===== src/hw/rtl/bsdp_pkg.sv =====
`default_nettype none

package bsdp_pkg;

    localparam int CFG_IDX_W  = 3;
    localparam int CFG_DATA_W = 16;

    localparam logic [15:0] PRESCALE_RST   = 16'd999;
    localparam logic [7:0]  PERIOD_TOP_RST = 8'd120;
    localparam logic [7:0]  DUTY_STEP_RST  = 8'd6;
    localparam logic [7:0]  DUTY_MIN_RST   = 8'd36;
    localparam logic [7:0]  DUTY_MAX_RST   = 8'd114;

    typedef enum logic [CFG_IDX_W-1:0] {
        REG_PRESCALE   = 3'd0,
        REG_PERIOD_TOP = 3'd1,
        REG_DUTY_STEP  = 3'd2,
        REG_DUTY_MIN   = 3'd3,
        REG_DUTY_MAX   = 3'd4
    } cfg_idx_t;

    typedef struct packed {
        logic [15:0] prescale;
        logic [7:0]  period_top;
        logic [7:0]  duty_step;
        logic [7:0]  duty_min;
        logic [7:0]  duty_max;
    } cfg_t;

    typedef struct packed {
        logic [7:0] period_next;
        logic       wrap;
    } tb_t;

endpackage

`default_nettype wire


===== src/hw/rtl/bsdp_timebase.sv =====
`default_nettype none

module bsdp_timebase
    import bsdp_pkg::*;
(
    input  wire logic clk,
    input  wire logic rst_n,
    input  wire logic adv,
    input  wire cfg_t cfg,
    output tb_t       tb,
    output logic [7:0] period_q
);

    logic [15:0] prescale_count_reg;
    logic [15:0] prescale_count_next;
    logic [7:0]  period_count_reg;

    always_comb
    begin
        tb.wrap             = 1'b0;
        tb.period_next      = period_count_reg;
        prescale_count_next = prescale_count_reg + 16'd1;
        if (prescale_count_reg >= cfg.prescale)
        begin
            prescale_count_next = '0;
            if (period_count_reg >= cfg.period_top)
            begin
                tb.period_next = '0;
                tb.wrap        = 1'b1;
            end
            else
            begin
                tb.period_next = period_count_reg + 8'd1;
            end
        end
    end

    always_ff @(posedge clk or negedge rst_n)
    begin
        if (!rst_n)
        begin
            prescale_count_reg <= '0;
            period_count_reg   <= '0;
        end
        else if (adv)
        begin
            prescale_count_reg <= prescale_count_next;
            period_count_reg   <= tb.period_next;
        end
    end

    assign period_q = period_count_reg;

endmodule

`default_nettype wire


===== config.mk =====
export PLATFORM = sky130hd
export DESIGN_NAME = bsdp_timebase
export DESIGN_NICKNAME = d
export VERILOG_FILES = /design/src/hw/rtl/bsdp_pkg.sv /design/src/hw/rtl/bsdp_timebase.sv
export SDC_FILE = /design/constraint.sdc
export NUM_CORES = 1
export LEC_CHECK = 0
export BUFFER_PORTS_ARGS = -buffer_cell sky130_fd_sc_hd__buf_4
export CAP_MARGIN = 0
export CELL_PAD_IN_SITES_DETAIL_PLACEMENT = 0
export CELL_PAD_IN_SITES_GLOBAL_PLACEMENT = 1
export CORE_MARGIN = 2
export CORE_UTILIZATION = 39
export DETAILED_ROUTE_END_ITERATION = 16
export PLACE_DENSITY_LB_ADDON = 0.1
export SKIP_LAST_GASP = 1
export SYNTH_ARGS = -nofsm -noshare
export SYNTH_HDL_FRONTEND = slang
export SYNTH_SLANG_ARGS = --single-unit

===== constraint.sdc =====
create_clock -name clk -period 8.1 [get_ports clk]
set_input_delay 1.62 -clock clk [delete_from_list [all_inputs] [get_ports clk]]
set_output_delay 1.62 -clock clk [all_outputs]
set_load 0.01 [all_outputs]

-- Word level (Yosys, flattened, before mapping)
Cells that the tools add are included.
Widths: inputs -> output; s select.
- bits in read-only memories: 0
- register bits: 24
- memories: 0
- word-level logic and storage cells: 10
- output and inout bits: 17
- RAM bits: 0
- bits in latches: 0
- equal/unequal tests: 0
- bitwise logic cells: 0
- multiplexer cells: 4
- multipliers: 0
- shifts and indexed selects: 0
- add/sub/neg operators: 2
- reductions and logical operators: 0
- divide/modulo/power cells: 0
- magnitude comparators: 2
- operators with widths (cell ; count):
    $add 16x1->16 const B ; 1
    $ge 16x16->1 ; 1
    $mux 16 ; 1
    $mux 9 ; 1
    $add 8x1->8 const B ; 1
    $ge 8x8->1 ; 1
    $mux 8 ; 1
    $mux 1 ; 1

-- Depth between registers and ports, before layout
- depth after elaboration: 3
- gate-level depth with buffers: 10
- depth with buffers taken out: 8

-- Worst setup path before layout
Ideal clock, no wire load.
- path type: input port to output port
- from: in cfg[32] in the netlist's numbering
- to: out tb[6] in the netlist's numbering
- setup slack: 3.263 ns
- data arrival time: 3.217 ns
- buffers on the path: 1
- data required time: 6.480 ns
- cell stages on the path: 8
- path through: ha_1 nand2b_1 a2111o_1 a31oi_2 and3_1 buf_4 nor2_1 a22o_1
- RTL lines (item ; RTL line ; source):
    from (decl) ; bsdp_timebase.sv:9 ; input wire cfg_t cfg,
    to (decl) ; bsdp_timebase.sv:10 ; output tb_t tb,

==> metrics.md <==
| Metric | Value |
|---|---|
| Vias | 1,730 |
| Met1 wire length | 2150 um |
| Synth async-reset ratio | 1.00 |
| Pin count of the biggest net entering global routing | 25 |
| # placed instances | 331 |
| Endpoints failing hold | 0 |
| Share of layout cells above drive strength 1 | 0.194 |
| Initial antenna violation count | 0 |
| Worst Setup Start Kind | input pin |
| Cell mode on critical path | buf_4 |
| Worst Tran Pin Value | 1000 ps |
| Worst path max stage delay | 800 ps |
| Met2 WL | 1880 um |
| Total CTS buffers | 3 |
| Critical path class | input pin to output port |
| Maximum vdd drop | 0.0708 mV |
| DRT iter0 DRCs | 98 |
| Total power per unit cell area | 138 mW/mm^2 |
| Critical path cell sequence | buf_4, ha_1, nor3b_1, o21ai_1, a21oi_1, inv_1, nor2_1, a22o_1, buf_4 |
| Mapped cell area | 0.00195 sq mm |
| Layout Cells excl Fill | 335 |
| CTS max path bufs | 2 |
| FILL cells | 510 |
| Synth area leaders | dfrtp_1 (31%), ha_1 (17%), inv_1 (5.2%) |
| Placed cell area | 0.00231 sq mm |
| Status | completed |
| Total I/O pin count | 68 |
| Sink Count | 24 |
| Synthesized net count | 305 |
| Drt drc | 0 |
| Cell family with most CP delay | compound AO/OA/AOI/OAI gates |
| Critical Path Slowest Stage Cell | a21oi_1 |
| Final Cell Area | 0.00237 sq mm |
| Die height | 74.8 um |
| Hold_buf cts | 0 |
| Storage cell area | 601 sq um |
| Final Power | 0.328 mW |
| CP required | 6480 ps |
| Drt pass-1 iters | 4 |
| Via-to-Cell Ratio | 5.16 |
| Crit end category | output port |
| Skew final | 9.24 ps |
| Area taken by multi-input logic gates | 0.00121 sq mm |
| Setup-failing EPs final | 0 |
| Area delta synth->final | 21.3% |
| Max reg flops | 16 |
| WL met3 | 191 um |
| Clock latency on the worst-skew pair | 270 ps |
| Post-cts sizing count | 0 |
| Die ar. | 0.00559 sq mm |
| Total gr overflow | 0 |
| Clock root cell | clkbuf_8 |
| Worst Hold Class | flip-flop to flip-flop |
| Top sig layer | met4 |
| Routed length per instance | 12.7 um |
| Max FO, Critical Path | 14 |
| IO buf count | 43 |
| Sequential-to-total area share from yosys stat | 0.307 |
| Final wirelength | 4250 um |
| Htree depth | 1 |
| Final ANT Viol Nets | 0 |
| Fmax | 182 MHz |
| First-pass GRT wire length | 7130 um |
| Area share of the largest cell type after synthesis | 0.307 |
| Cell taking the most area after synthesis | dfrtp_1 |
| MaxCap Viol Count | 0 |
| Vias in the first global route | 1,549 |
| Post-synth cell types | 40 |
| #FFs+latches synth | 24 |
| RSZ-0062 raised after global routing | false |
| Core Box Area | 0.00479 sq mm |
| Buf/Inv on CP | 3 |
| Top FF cell, synth | dfrtp_1 |
| Post-synth EDFFs | 0 |
| N_diodes | 0 |
| Post-CTS Setup Bufs | 0 |
| Total GRT Usage | 0.166 |
| Crit path DAT | 3870 ps |
| Avg Cell Area, Syn | 8.57 sq um |
| Routability cong. | 0.785 |
| Fin crit share | 0.678 |
| P_leak | 1.26 nW |
| Rel. slew slack | 0.332 |
| Clock tree from TritonCTS | built |
| Setup TNS | 0 ps |
| Final min period | 5490 ps |
| Initial Util | 0.408 |
| Site Rows | 25 |
| Die X | 74.8 um |
| Cells after synthesis | 228 |
| Synth Warn # | 0 |
| NumNets Final | 346 |
| Slew Viols, Final | 0 |
| Clock-pin slew on the worst setup and hold paths | 80 ps |
| Detailed Place HPWL | 3270 um |
## worst min-delay path, delay by kind of cell (launching register included)
family           cells  cell delay [ps]
flip-flops           1              380
XOR/XNOR             1               70
AND/OR/NAND/NOR      1               70
## cells in the mapped netlist (all sizes together), types with 7 or more instances
master and number:
inv 27, ha 26, dfrtp 24, nor2 19, nand2 17, o21ai 17
nand3 16, nand2b 10, a21oi 9, and3 8, o2bb2ai 7, xor2 7
## cell type report
| cell class | instances | area share |
|---|---|---|
| repair buffers | 43 | 0.136 |
| well taps | 67 | 0.0354 |
| flip-flops and latches | 24 | 0.253 |
| multi-input cells | 170 | 0.509 |
| clock buffers | 4 | 0.0232 |
| inverters | 27 | 0.0428 |
## per-stage QoR
step	util	hold slack, ps	worst slack, ps
finish	0.495	556	2610
global route	0.495	592	2360
CTS	0.495	570	2620
detailed placement	0.484	551	2640
global placement	0.484	537	2590
floorplan	-	500	3260
## placed cells by master (no fill, tap or decap), types with 3 or more instances in the layout
cell type,count
nand2b_1,10
xor2_1,7
dfrtp_1,24
nand4_1,5
nor2_1,19
clkbuf_8,4
a21oi_1,9
a22o_1,3
nand2_1,16
o21ai_0,7
o21ai_1,10
nand3_1,15
and3_1,8
inv_1,27
a32o_1,4
buf_4,43
ha_1,26
o2bb2ai_1,7
## report_power, final
part,switching [mW],internal [mW]
combinational,0.0388,0.0462
sequential,0.0246,0.136
clock,0.0389,0.0434
total,0.102,0.225
## logic make-up after synthesis
group	share of synthesized area
compound gates	0.156
xor+xnor	0.0403
fa+ha+maj	0.166
buf+inv	0.0755
flops	0.307
mux	0.0237
simple gates	0.230
## path summary, 6_finish.rpt
kind / startpoint / to / slack, ps / depth (start not counted)
max: cfg[24] / tb[7] / 2610 / 9
min: prescale_count_reg[15] / prescale_count_reg[15] / 560 / 2
max reg2reg: period_q[0] / period_q[2] / 5630 / 8
min reg2reg: prescale_count_reg[15] / prescale_count_reg[15] / 560 / 2
max in group asynchronous: rst_n / prescale_count_reg[11] / 6610 / 1
min in group asynchronous: rst_n / period_q[0] / 1240 / 1
## per-layer routing
metal	GRT usage	vias up
li1	-	880
met1	0.236	812
met2	0.265	36
met3	0.0321	2
met4	0.0298	0
met5	0	-
Note: power is estimated with default switching activity, not from simulation.
