<file path="src/hw/rtl/bsdp_pkg.sv">
`default_nettype none

package bsdp_pkg;

    localparam int CFG_IDX_W  = 3;
    localparam int CFG_DATA_W = 16;

    localparam logic [15:0] PRESCALE_RST   = 16'd999;
    localparam logic [7:0]  PERIOD_TOP_RST = 8'd120;
    localparam logic [7:0]  DUTY_STEP_RST  = 8'd6;
    localparam logic [7:0]  DUTY_MIN_RST   = 8'd36;
    localparam logic [7:0]  DUTY_MAX_RST   = 8'd114;

    typedef enum logic [CFG_IDX_W-1:0] {
        REG_PRESCALE   = 3'd0,
        REG_PERIOD_TOP = 3'd1,
        REG_DUTY_STEP  = 3'd2,
        REG_DUTY_MIN   = 3'd3,
        REG_DUTY_MAX   = 3'd4
    } cfg_idx_t;

    typedef struct packed {
        logic [15:0] prescale;
        logic [7:0]  period_top;
        logic [7:0]  duty_step;
        logic [7:0]  duty_min;
        logic [7:0]  duty_max;
    } cfg_t;

    typedef struct packed {
        logic [7:0] period_next;
        logic       wrap;
    } tb_t;

endpackage

`default_nettype wire

</file>
<file path="src/hw/rtl/bsdp_chan.sv">
`default_nettype none

module bsdp_chan
    import bsdp_pkg::*;
(
    input  wire logic       clk,
    input  wire logic       rst_n,
    input  wire logic       adv,
    input  wire cfg_t       cfg,
    input  wire logic       rel_up,
    input  wire logic       rel_down,
    input  wire tb_t        tb,
    output logic [7:0]      shadow_q,
    output logic [7:0]      shadow_next,
    output logic            pwm_next
);

    logic [7:0] shadow_reg;
    logic [7:0] active_reg;
    logic [7:0] active_next;
    logic [7:0] after_up;
    logic [8:0] up_sum;
    logic [8:0] down_floor;

    // up first, then down on the raised value
    always_comb
    begin
        up_sum     = {1'b0, shadow_reg} + {1'b0, cfg.duty_step};
        after_up   = shadow_reg;
        if (rel_up && (shadow_reg < cfg.duty_max))
        begin
            after_up = (up_sum > {1'b0, cfg.duty_max}) ? cfg.duty_max : up_sum[7:0];
        end

        down_floor  = {1'b0, cfg.duty_min} + {1'b0, cfg.duty_step};
        shadow_next = after_up;
        if (rel_down && (after_up > cfg.duty_min))
        begin
            shadow_next = ({1'b0, after_up} < down_floor) ? cfg.duty_min
                                                           : after_up - cfg.duty_step;
        end

        active_next = tb.wrap ? shadow_next : active_reg;
        pwm_next    = tb.period_next < active_next;
    end

    always_ff @(posedge clk or negedge rst_n)
    begin
        if (!rst_n)
        begin
            shadow_reg <= DUTY_MIN_RST;
            active_reg <= DUTY_MIN_RST;
        end
        else if (adv)
        begin
            shadow_reg <= shadow_next;
            active_reg <= active_next;
        end
    end

    assign shadow_q = shadow_reg;

endmodule

`default_nettype wire

</file>
<file path="config.mk">
export PLATFORM = sky130hd
export DESIGN_NAME = bsdp_chan
export DESIGN_NICKNAME = d
export VERILOG_FILES = /design/src/hw/rtl/bsdp_pkg.sv /design/src/hw/rtl/bsdp_chan.sv
export SDC_FILE = /design/constraint.sdc
export NUM_CORES = 1
export LEC_CHECK = 0
export ABC_AREA = 1
export CAP_MARGIN = 25
export CORE_ASPECT_RATIO = 0.75
export CORE_UTILIZATION = 40
export CTS_BUF_LIST = sky130_fd_sc_hd__clkbuf_4
export DETAILED_ROUTE_END_ITERATION = 10
export DONT_BUFFER_PORTS = 1
export SYNTH_ARGS = -nofsm -noshare
export SYNTH_HDL_FRONTEND = slang
export SYNTH_SLANG_ARGS = --single-unit
</file>
<file path="constraint.sdc">
create_clock -name clk -period 10.1 [get_ports clk]
set_input_delay 1.515 -clock clk [delete_from_list [all_inputs] [get_ports clk]]
set_output_delay 1.515 -clock clk [all_outputs]
set_load 0.02 [all_outputs]
</file>
* Yosys cells after proc, flatten, opt, wreduce, memory -nomap -nowiden
Cells that the tools add are included.
** Word-level totals
- Register bits :: 16
- Input port bits :: 62
- Output and inout bits :: 17
- Word-level logic and storage cells :: 17
** Cells by class
- $add $sub $neg :: 3
- Magnitude comparators :: 5
- Multiplexer cells :: 5
- Reductions and logical operators :: 2
** Operators with widths (number)
- 8-bit two-way mux :: 5
- 8-bit by 8-bit adder with 9-bit output :: 2
- 8-bit < comparator :: 2
- 9-bit by 8-bit > comparator with 1-bit output :: 1
- 8-bit by 9-bit < comparator with 1-bit output :: 1
- 8-bit > comparator :: 1
- 8-bit subtractor :: 1
- 1-bit logical AND :: 2

* Logic depth before layout (Yosys ltp)
Gate-level depths: netlist of run 1.
- Depth after elaboration :: 9
- Gate-level depth with buffers :: 40
- Gate-level depth less buffers :: 39

* Worst setup path before layout of run 1
OpenSTA, ideal clock, no wires.
- Path type :: input-to-output
- Start point :: in cfg[16] (netlist name)
- End point :: out pwm_next
- Arrival :: 6205 ps
- Data required time :: 8585 ps
- Path slack :: 2380 ps
- Cell stages on the path :: 34
- Path buffers :: 1
- Path through :: ha_1 > fa_1 > nand3_1 > nand2_1 > xor2_1 > ha_1 > nand2_1 > nor2_2 > nand2_1 > nand3_1 > nand2_1 > nand2_1 > nand2_1 > nand2_1 > nand2_2 > nand2_4 > buf_2 > o21ai_0 > o21ai_0 > ha_1 > a21oi_1 > nor2_1 > a211oi_1 > a21oi_4 > o21ai_1 > a21oi_1 > a21oi_2 > mux2i_4 > ha_1 > nand2_1 > inv_1 > nand2_1 > nand2_1 > a21oi_2
** Between the ends
- Longest elaborated chain between the ends :: 9
- Elaborated cells between the ends (all ways) :: 13
- Those cells by class :: add/sub: 3; order compare: 4; mux: 5; reduce/logical: 1
** Ends and longest elaborated chain
- from (decl) :: line bsdp_chan.sv:9 : input wire cfg_t cfg,
- 8-bit by 8-bit adder with 9-bit output :: line bsdp_chan.sv:28 : up_sum = {1'b0, shadow_reg} + {1'b0, cfg.duty_step};
- 9-bit by 8-bit > comparator with 1-bit output :: line bsdp_chan.sv:32 : after_up = (up_sum > {1'b0, cfg.duty_max}) ? cfg.duty_max : up_sum[7:0];
- 8-bit two-way mux :: line bsdp_chan.sv:32
- 8-bit two-way mux :: line bsdp_chan.sv:30 : if (rel_up && (shadow_reg < cfg.duty_max))
- 8-bit subtractor, or another cell as far along :: line bsdp_chan.sv:40 : : after_up - cfg.duty_step;
- 8-bit two-way mux or 1-bit logical AND (tied branches) :: line bsdp_chan.sv:39, bsdp_chan.sv:37
- 8-bit two-way mux (*) :: line bsdp_chan.sv:37 : if (rel_down && (after_up > cfg.duty_min))
- via shadow_next[2] :: line bsdp_chan.sv:14 : output logic [7:0] shadow_next,
- 8-bit two-way mux (*) :: line bsdp_chan.sv:43 : active_next = tb.wrap ? shadow_next : active_reg;
- 8-bit < comparator (*) :: line bsdp_chan.sv:44 : pwm_next = tb.period_next < active_next;
- to (decl) :: line bsdp_chan.sv:15 : output logic pwm_next
The timed path passes the listed nets; every way through them passes the cells marked *.

* Worst setup path in the final report of run 1
Ends and elaborated chain as after synthesis.

==> run_results.csv, run 1 <==
group,metric,value,unit
status,status,"completed",
floorplanning,std_cell_rows,26,
timing,rsz0062_at_grt,"false",
worst_setup_path,crit_arrival,7060,ps
clock_tree,htreeDepth,1,
floorplanning,core,0.006994,mm2
worst_setup_path,rr_startpoint,"shadow_q[0]$_DFFE_PN0P_",
final_layout,drive_gt1_frac,0.08065,
clock_tree,cts_setup_buffers,0,
power,ir_worst_vdd,0.0001034,V
final_layout,antenna_cells,0,
clock_tree,cts_tree,"built",
power,p_leak,1.697,nW
flow_run,maxCapViolations,0,
global_routing,grt_first_pass_wirelength,12340,um
clock_tree,holdBufCountCts,0,
yosys,synthesis.nets,559,
clock_tree,clkLatencyLatePin,290,ps
route,ant_nets,0,
worst_setup_path,crit_fanout,15,
yosys,netlist_instances,438,
global_routing,antenna_found_initial,0,
worst_hold_path,hold_path.class,"flip-flop to flip-flop",
floorplanning,start_util,0.4238,
worst_setup_path,startpoint_type,"input port",
timing,fin_crit,8572,ps
timing,hold_viol,0,
worst_setup_path,reg2regPathDepth,26,
route,drt-wirelength-per-cell,13.89,um
floorplanning,io_pins,79,
route,via_per_inst,5.120,
worst_setup_path,cp.required,8590,ps
worst_setup_path,crit_type,"input port to primary output",
yosys,yosysWarningCount,0,
yosys,syn_area_per_cell,6.767,um2
clock_tree,clock-sinks,16,
power,power,0.001152,W
worst_setup_path,endpoint_kind,"primary output",
clock_tree,clock-root-buffer,"clkbuf_4",
clock_tree,ctsResizeCount,0,
global_routing,grt_pass1_vias,2578,
timing,final_max_slew_viol_count,0,
timing,max_freq,0.1167,GHz
placement,dp_hpwl,6475,um
placement,port_buffers,0,
worst_setup_path,startpoint,"cfg[16]",
global_routing,grt_overflow,0,
worst_setup_path,cp_slowest_cell,"a211oi_1",
placement,finalWeightedCongestion,0.8304,
route,drtIter0Drc,126,
final_layout,areaGrowthSynthToFinish,3.799,%
power,p_per_area,374.4,mW/mm2
yosys,synth_area,0.002964,mm2
worst_setup_path,crit_top_cell,"nand2_1",
route,wl,7388,um
yosys,yosysSeqAreaShare,0.1368,
floorplanning,die-area,0.007762,mm2
clock_tree,cts_buffer_depth,2,
timing,fin_crit_sh,0.8487,
clock_tree,path_clk_slew,80,ps
timing,fin_tns_setup,0,ps
worst_hold_path,min_from,"active_reg[5]$_DFFE_PN1P_",
timing,max_slew_margin,0.5332,
timing,tightest_slew,696.0,ps
route,drc_errors,0,
floorplanning,die_h,76.55,um
global_routing,grt_max_degree,20,
final_layout,utilization,0.4399,
clock_tree,cts_buffers,3,
final_layout,layout.nets,557,
timing,fin_skew,9.395,ps
yosys,synth.ff_latch_count,16,
yosys,synth_cell_types,41,
timing,setup_viol,0,
worst_setup_path,max_stage_delay,560,ps
global_routing,grt.total_usage,0.2004,
floorplanning,die_w,101.4,um
worst_hold_path,holdPathStages,2,
route,dr.pass1.iters,4,
route,dr_total_vias,2724,
final_layout,n_fill_cell,730,
[synthesized netlist by cell type, drive strengths merged]
cell type    n  area share
a211oi       1      0.0025
a21o         2      0.0051
a21oi       34       0.064
a31oi        6       0.018
and3         1      0.0021
buf          6      0.0097
clkbuf       1      0.0013
dfrtp       12        0.10
dfstp        4       0.035
fa           3       0.020
ha          56        0.24
inv         71       0.091
mux2i        2       0.011
nand2      120        0.16
nand3       39       0.074
nand4        7       0.015
nor2        13       0.017
nor3         1      0.0017
o211ai       3      0.0093
o21a         1      0.0025
o21ai       31       0.056
o21bai       4       0.010
o22ai        1      0.0042
or2          4      0.0084
xnor2        6       0.018
xor2         9       0.027
[logic make-up (layout without fill, tap and decap cells)]
group / after synthesis / after routing / synth area share
XOR/XNOR: 15 / 15 / 0.04432
buffers and inverters: 78 / 74 / 0.1017
flip-flops: 16 / 16 / 0.1368
AND/OR/NAND/NOR: 185 / 185 / 0.2782
multiplexers: 2 / 2 / 0.01097
adder cells (fa/ha/maj): 59 / 59 / 0.2566
AO/OA/AOI/OAI: 83 / 83 / 0.1714
[worst max-delay path: cells and delay by family]
family,cells,cell delay (ps)
buf+inv,1,30
compound gates,11,2700
mux,1,120
xor+xnor,1,170
simple gates,12,980
fa+ha+maj,5,1540
[final timing paths]
kind	end	slack (ps)
worst max-delay path	pwm_next	1530
worst min-delay path	active_reg[5]$_DFFE_PN1P_	470
worst max register to register	active_reg[2]$_DFFE_PN1P_	4510
worst min register to register	active_reg[5]$_DFFE_PN1P_	470
max in group asynchronous	active_reg[5]$_DFFE_PN1P_	9010
min in group asynchronous	shadow_q[0]$_DFFE_PN0P_	910
[area by class of cell]
cell class / instances / area [um2] / share of cell area
clock buffers: 3 / 22.52 / 0.007320
inverters: 71 / 269.0 / 0.08743
multi-input cells: 344 / 2257 / 0.7336
flip-flops and latches: 16 / 405.4 / 0.1318
well taps: 98 / 122.6 / 0.03985
[routing by layer]
metal | share of wire | GRT usage
met1 | 0.51 | 0.2912
met2 | 0.41 | 0.3027
met3 | 0.079 | 0.05229
met4 | 0.0084 | 0.02319
met5 | 0 | 0
[report_power, final]
| part | switching (W) | internal, W | total [W] |
|---|---|---|---|
| Combinational | 0.000626 | 0.000330 | 0.000956 |
| Clock | 0.0000195 | 0.0000138 | 0.0000333 |
| Sequential | 0.0000623 | 0.000101 | 0.000163 |
[layout by cell type, fill, tap and decap left out, drive strengths merged]
master  Yosys  routed
o21ai      31      31
nand3      39      39
or2         4       4
xor2        9       9
ha         56      56
dfrtp      12      12
o21bai      4       4
a31oi       6       6
a211oi      1       1
dfstp       4       4
nand4       7       7
clkbuf      1       3
a21o        2       2
o211ai      3       3
nand2     120     120
a21oi      34      34
inv        71      71
nor3        1       1
xnor2       6       6
nor2       13      13
and3        1       1
fa          3       3
o21a        1       1
o22ai       1       1
mux2i       2       2
[stage by stage]
step | area, um2 | setup WS [ps] | hold WS [ps] | cells
5_1_grt | 3077 | 1050 | 494.6 | 532
3_3_place_gp | 3054 | 1591 | 454.0 | 529
6_report | 3077 | 1528 | 471.3 | 532
3_5_place_dp | 3054 | 1578 | 461.6 | 529
4_1_cts | 3077 | 1550 | 476.4 | 532
2_1_floorplan | 2964 | 2380 | 441.0 | 438
No activity file was read; power rests on OpenSTA's default activity.
==> inputs of run 2 (changes only) <==
--- a/config.mk
+++ b/config.mk
@@ -5,7 +5,7 @@
 export SDC_FILE = /design/constraint.sdc
 export NUM_CORES = 1
 export LEC_CHECK = 0
-export ABC_AREA = 1
+export ABC_AREA = 0
 export CAP_MARGIN = 25
 export CORE_ASPECT_RATIO = 0.75
 export CORE_UTILIZATION = 40
==> constraint.sdc (replaced) <==
create_clock -name clk -period 8.6 [get_ports clk]
set_input_delay 1.29 -clock clk [delete_from_list [all_inputs] [get_ports clk]]
set_output_delay 1.29 -clock clk [all_outputs]
set_load 0.02 [all_outputs]
==> run_results.csv, run 2 <==
group,metric,value,unit
status,status,"finished, violations left",
status,violations,"design-rule violations",
floorplanning,std_cell_rows,27,
route,drtIter0Drc,112,
yosys,synthesis.nets,490,
worst_hold_path,hold_path.class,"flip-flop to flip-flop",
global_routing,grt_max_degree,17,
yosys,synth-edff-count,0,
floorplanning,start_util,0.4142,
route,drc_errors,2,
clock_tree,clock-root-buffer,"clkbuf_4",
final_layout,fin_area,0.003879,mm2
worst_setup_path,crit_arrival,7270,ps
worst_setup_path,endpoint_kind,"primary output",
yosys,synth_top_area_share,0.2297,
worst_setup_path,cp_slowest_cell,"a221o_1",
final_layout,regArea,405.4,um2
route,via_per_inst,5.518,
timing,max_freq,0.1168,GHz
worst_setup_path,crit_fanout,7,
timing,rsz0062_at_grt,"true",
timing,hold_viol,0,
worst_setup_path,crit_type,"input port to primary output",
yosys,synth_cell_types,74,
timing,max_slew_margin,0.6644,
timing,fin_crit_sh,0.9957,
final_layout,areaGrowthSynthToFinish,27.15,%
yosys,synth_commonest_cells,"ha_1 (56), inv_1 (43), a21oi_1 (35), nor2_1 (23), nand2_1 (17)",
global_routing,grt_pass1_vias,2818,
timing,tightest_slew,502.2,ps
timing,final_max_slew_viol_count,0,
floorplanning,die_h,77.63,um
final_layout,final_common_cell,"buf_4",
worst_setup_path,cp.required,7310,ps
placement,dp_hpwl,7060,um
yosys,yosysWarningCount,0,
yosys,synth_most_common_cell,"ha_1",
yosys,yosysSeqAreaShare,0.1329,
final_layout,instances_no_fill,527,
worst_setup_path,startpoint_type,"input port",
final_layout,layout_common_cells,"buf_4 (57), ha_1 (52), inv_1 (40)",
global_routing,antenna_found_initial,0,
floorplanning,io_pins,79,
clock_tree,cts_buffer_depth,2,
timing,fin_skew,7.020,ps
route,dr.pass1.iters,8,
placement,finalWeightedCongestion,0.8535,
global_routing,grt_first_pass_wirelength,13700,um
final_layout,n_fill_cell,720,
clock_tree,htreeDepth,1,
final_layout,antenna_cells,0,
placement,port_buffers,0,
route,dr_total_vias,2908,
route,wl,8638,um
clock_tree,clkLatencyLatePin,290,ps
timing,setup_viol,0,
final_layout,drive_gt1_frac,0.3310,
yosys,synthTopCellsByArea,"ha_1 (23%), dfrtp_1 (9.8%), a21oi_1 (5.7%), inv_1 (5.3%), mux2i_1 (3.6%)",
yosys,netlist_instances,369,
yosys,syn_area_per_cell,8.267,um2
route,ant_nets,0,
clock_tree,cts_tree,"built",
placement,place_inst,513,
yosys,async_flop_share,1.000,
clock_tree,clock-sinks,16,
timing,fin_tns_setup,0,ps
worst_setup_path,critPathTopFamily,"compound AO/OA/AOI/OAI gates",
floorplanning,die_w,102.8,um
flow_run,maxCapViolations,0,
final_layout,utilization,0.5267,
worst_setup_path,max_stage_delay,410,ps
global_routing,grt_overflow,0,
route,drt-wirelength-per-cell,16.39,um
yosys,synth_ff_type,"dfrtp_1",
yosys,synth.ff_latch_count,16,
placement,dpl_cell_area,0.003523,mm2
global_routing,grt.total_usage,0.2151,
final_layout,layout.nets,549,
clock_tree,path_clk_slew,90,ps
timing,fin_crit,8563,ps
yosys,synth_top_area_cell,"ha_1",
floorplanning,core,0.007365,mm2
worst_setup_path,crit_buf_inv,4,
clock_tree,cts_buffers,3,
floorplanning,die-area,0.007983,mm2
yosys,synth_area,0.003050,mm2
final_layout,multi_input_area,0.002648,mm2
[run 2: cell types whose count changed in the layout (fill, tap and decap cells not counted), moves of 8 or more]
cell,delta
nand2_1,-96
buf_4,+57
inv_1,-29
nand3_1,-28
mux2i_1,+10
a21oi_2,+9
o21ai_0,-9
nor2_1,+8
[run 2: what timing repair did]
| action | CTS | global route |
|---|---|---|
| pin swaps | 8 | 40 |
| setup buffers | 4 | 7 |
| resized for setup | 11 | 42 |
| endpoints found under the setup margin | 1 | 1 |
| hold buffers | 0 | 0 |
[run 2: worst register-to-register path: stages (launching register included)]
cell	delay, ps
dfrtp_1	620
ha_1	320
a21o_1	180
a21oi_2	180
o21bai_1	110
a21oi_2	180
o21ai_1	110
xor2_1	170
ha_1	240
nor4_4	280
o211ai_1	120
a31oi_1	200
o21a_2	220
mux2_4	330
o21ai_4	180
inv_2	60
ha_4	260
o21a_1	130
o2111ai_1	100
a221o_1	410
a31o_2	250
or2_4	280
buf_4	160
nand2_1	100
a31oi_4	100
buf_4	170
mux2_1	290
[run 2: kinds of logic after synthesis]
logic type | Yosys count | synth area share
mux | 20 | 0.07178
compound gates | 124 | 0.2962
buf+inv | 55 | 0.07588
flops | 16 | 0.1329
simple gates | 81 | 0.1329
fa+ha+maj | 60 | 0.2531
xor+xnor | 13 | 0.03733
[run 2: area by class of cell]
type | count | area share
timing repair buffer | 63 | 0.1300
clock buffer | 3 | 0.005806
multi-input combinational | 298 | 0.6826
inverter | 46 | 0.04452
tap | 101 | 0.03258
sequential | 16 | 0.1045
[run 2: metal layers]
layer | routed length [um] | global-route usage | up-vias
met4 | 55 | 0.01831 | 0
met2 | 3854 | 0.3400 | 52
met5 | 0 | 0 | -
met3 | 508 | 0.04414 | 6
li1 | - | - | 1471
met1 | 4219 | 0.3102 | 1379
[run 2: worst paths after layout]
check	cells past startpoint	start	to	slack, ps
max	31	cfg[16]	pwm_next	40
min	2	active_reg[2]$_DFFE_PN1P_	active_reg[2]$_DFFE_PN1P_	480
max reg2reg	26	shadow_q[1]$_DFFE_PN0P_	shadow_q[6]$_DFFE_PN0P_	2730
min reg2reg	2	active_reg[2]$_DFFE_PN1P_	active_reg[2]$_DFFE_PN1P_	480
max in group asynchronous	0	rst_n	shadow_q[5]$_DFFE_PN1P_	7740
min in group asynchronous	0	rst_n	active_reg[0]$_DFFE_PN0P_	680
[run 2: stage by stage]
step           worst slack [ps]  hold WS [ps]
3_5_place_dp             -223.0         467.7
5_1_grt                  -254.1         503.4
2_1_floorplan             14.44         445.1
6_report                  37.40         475.3
4_1_cts                   3.088         479.3
3_3_place_gp             -185.2         458.6
Power of run 2 is not shown: default switching activity piles up to over one toggle a cycle in this logic, so the estimate is an artifact.
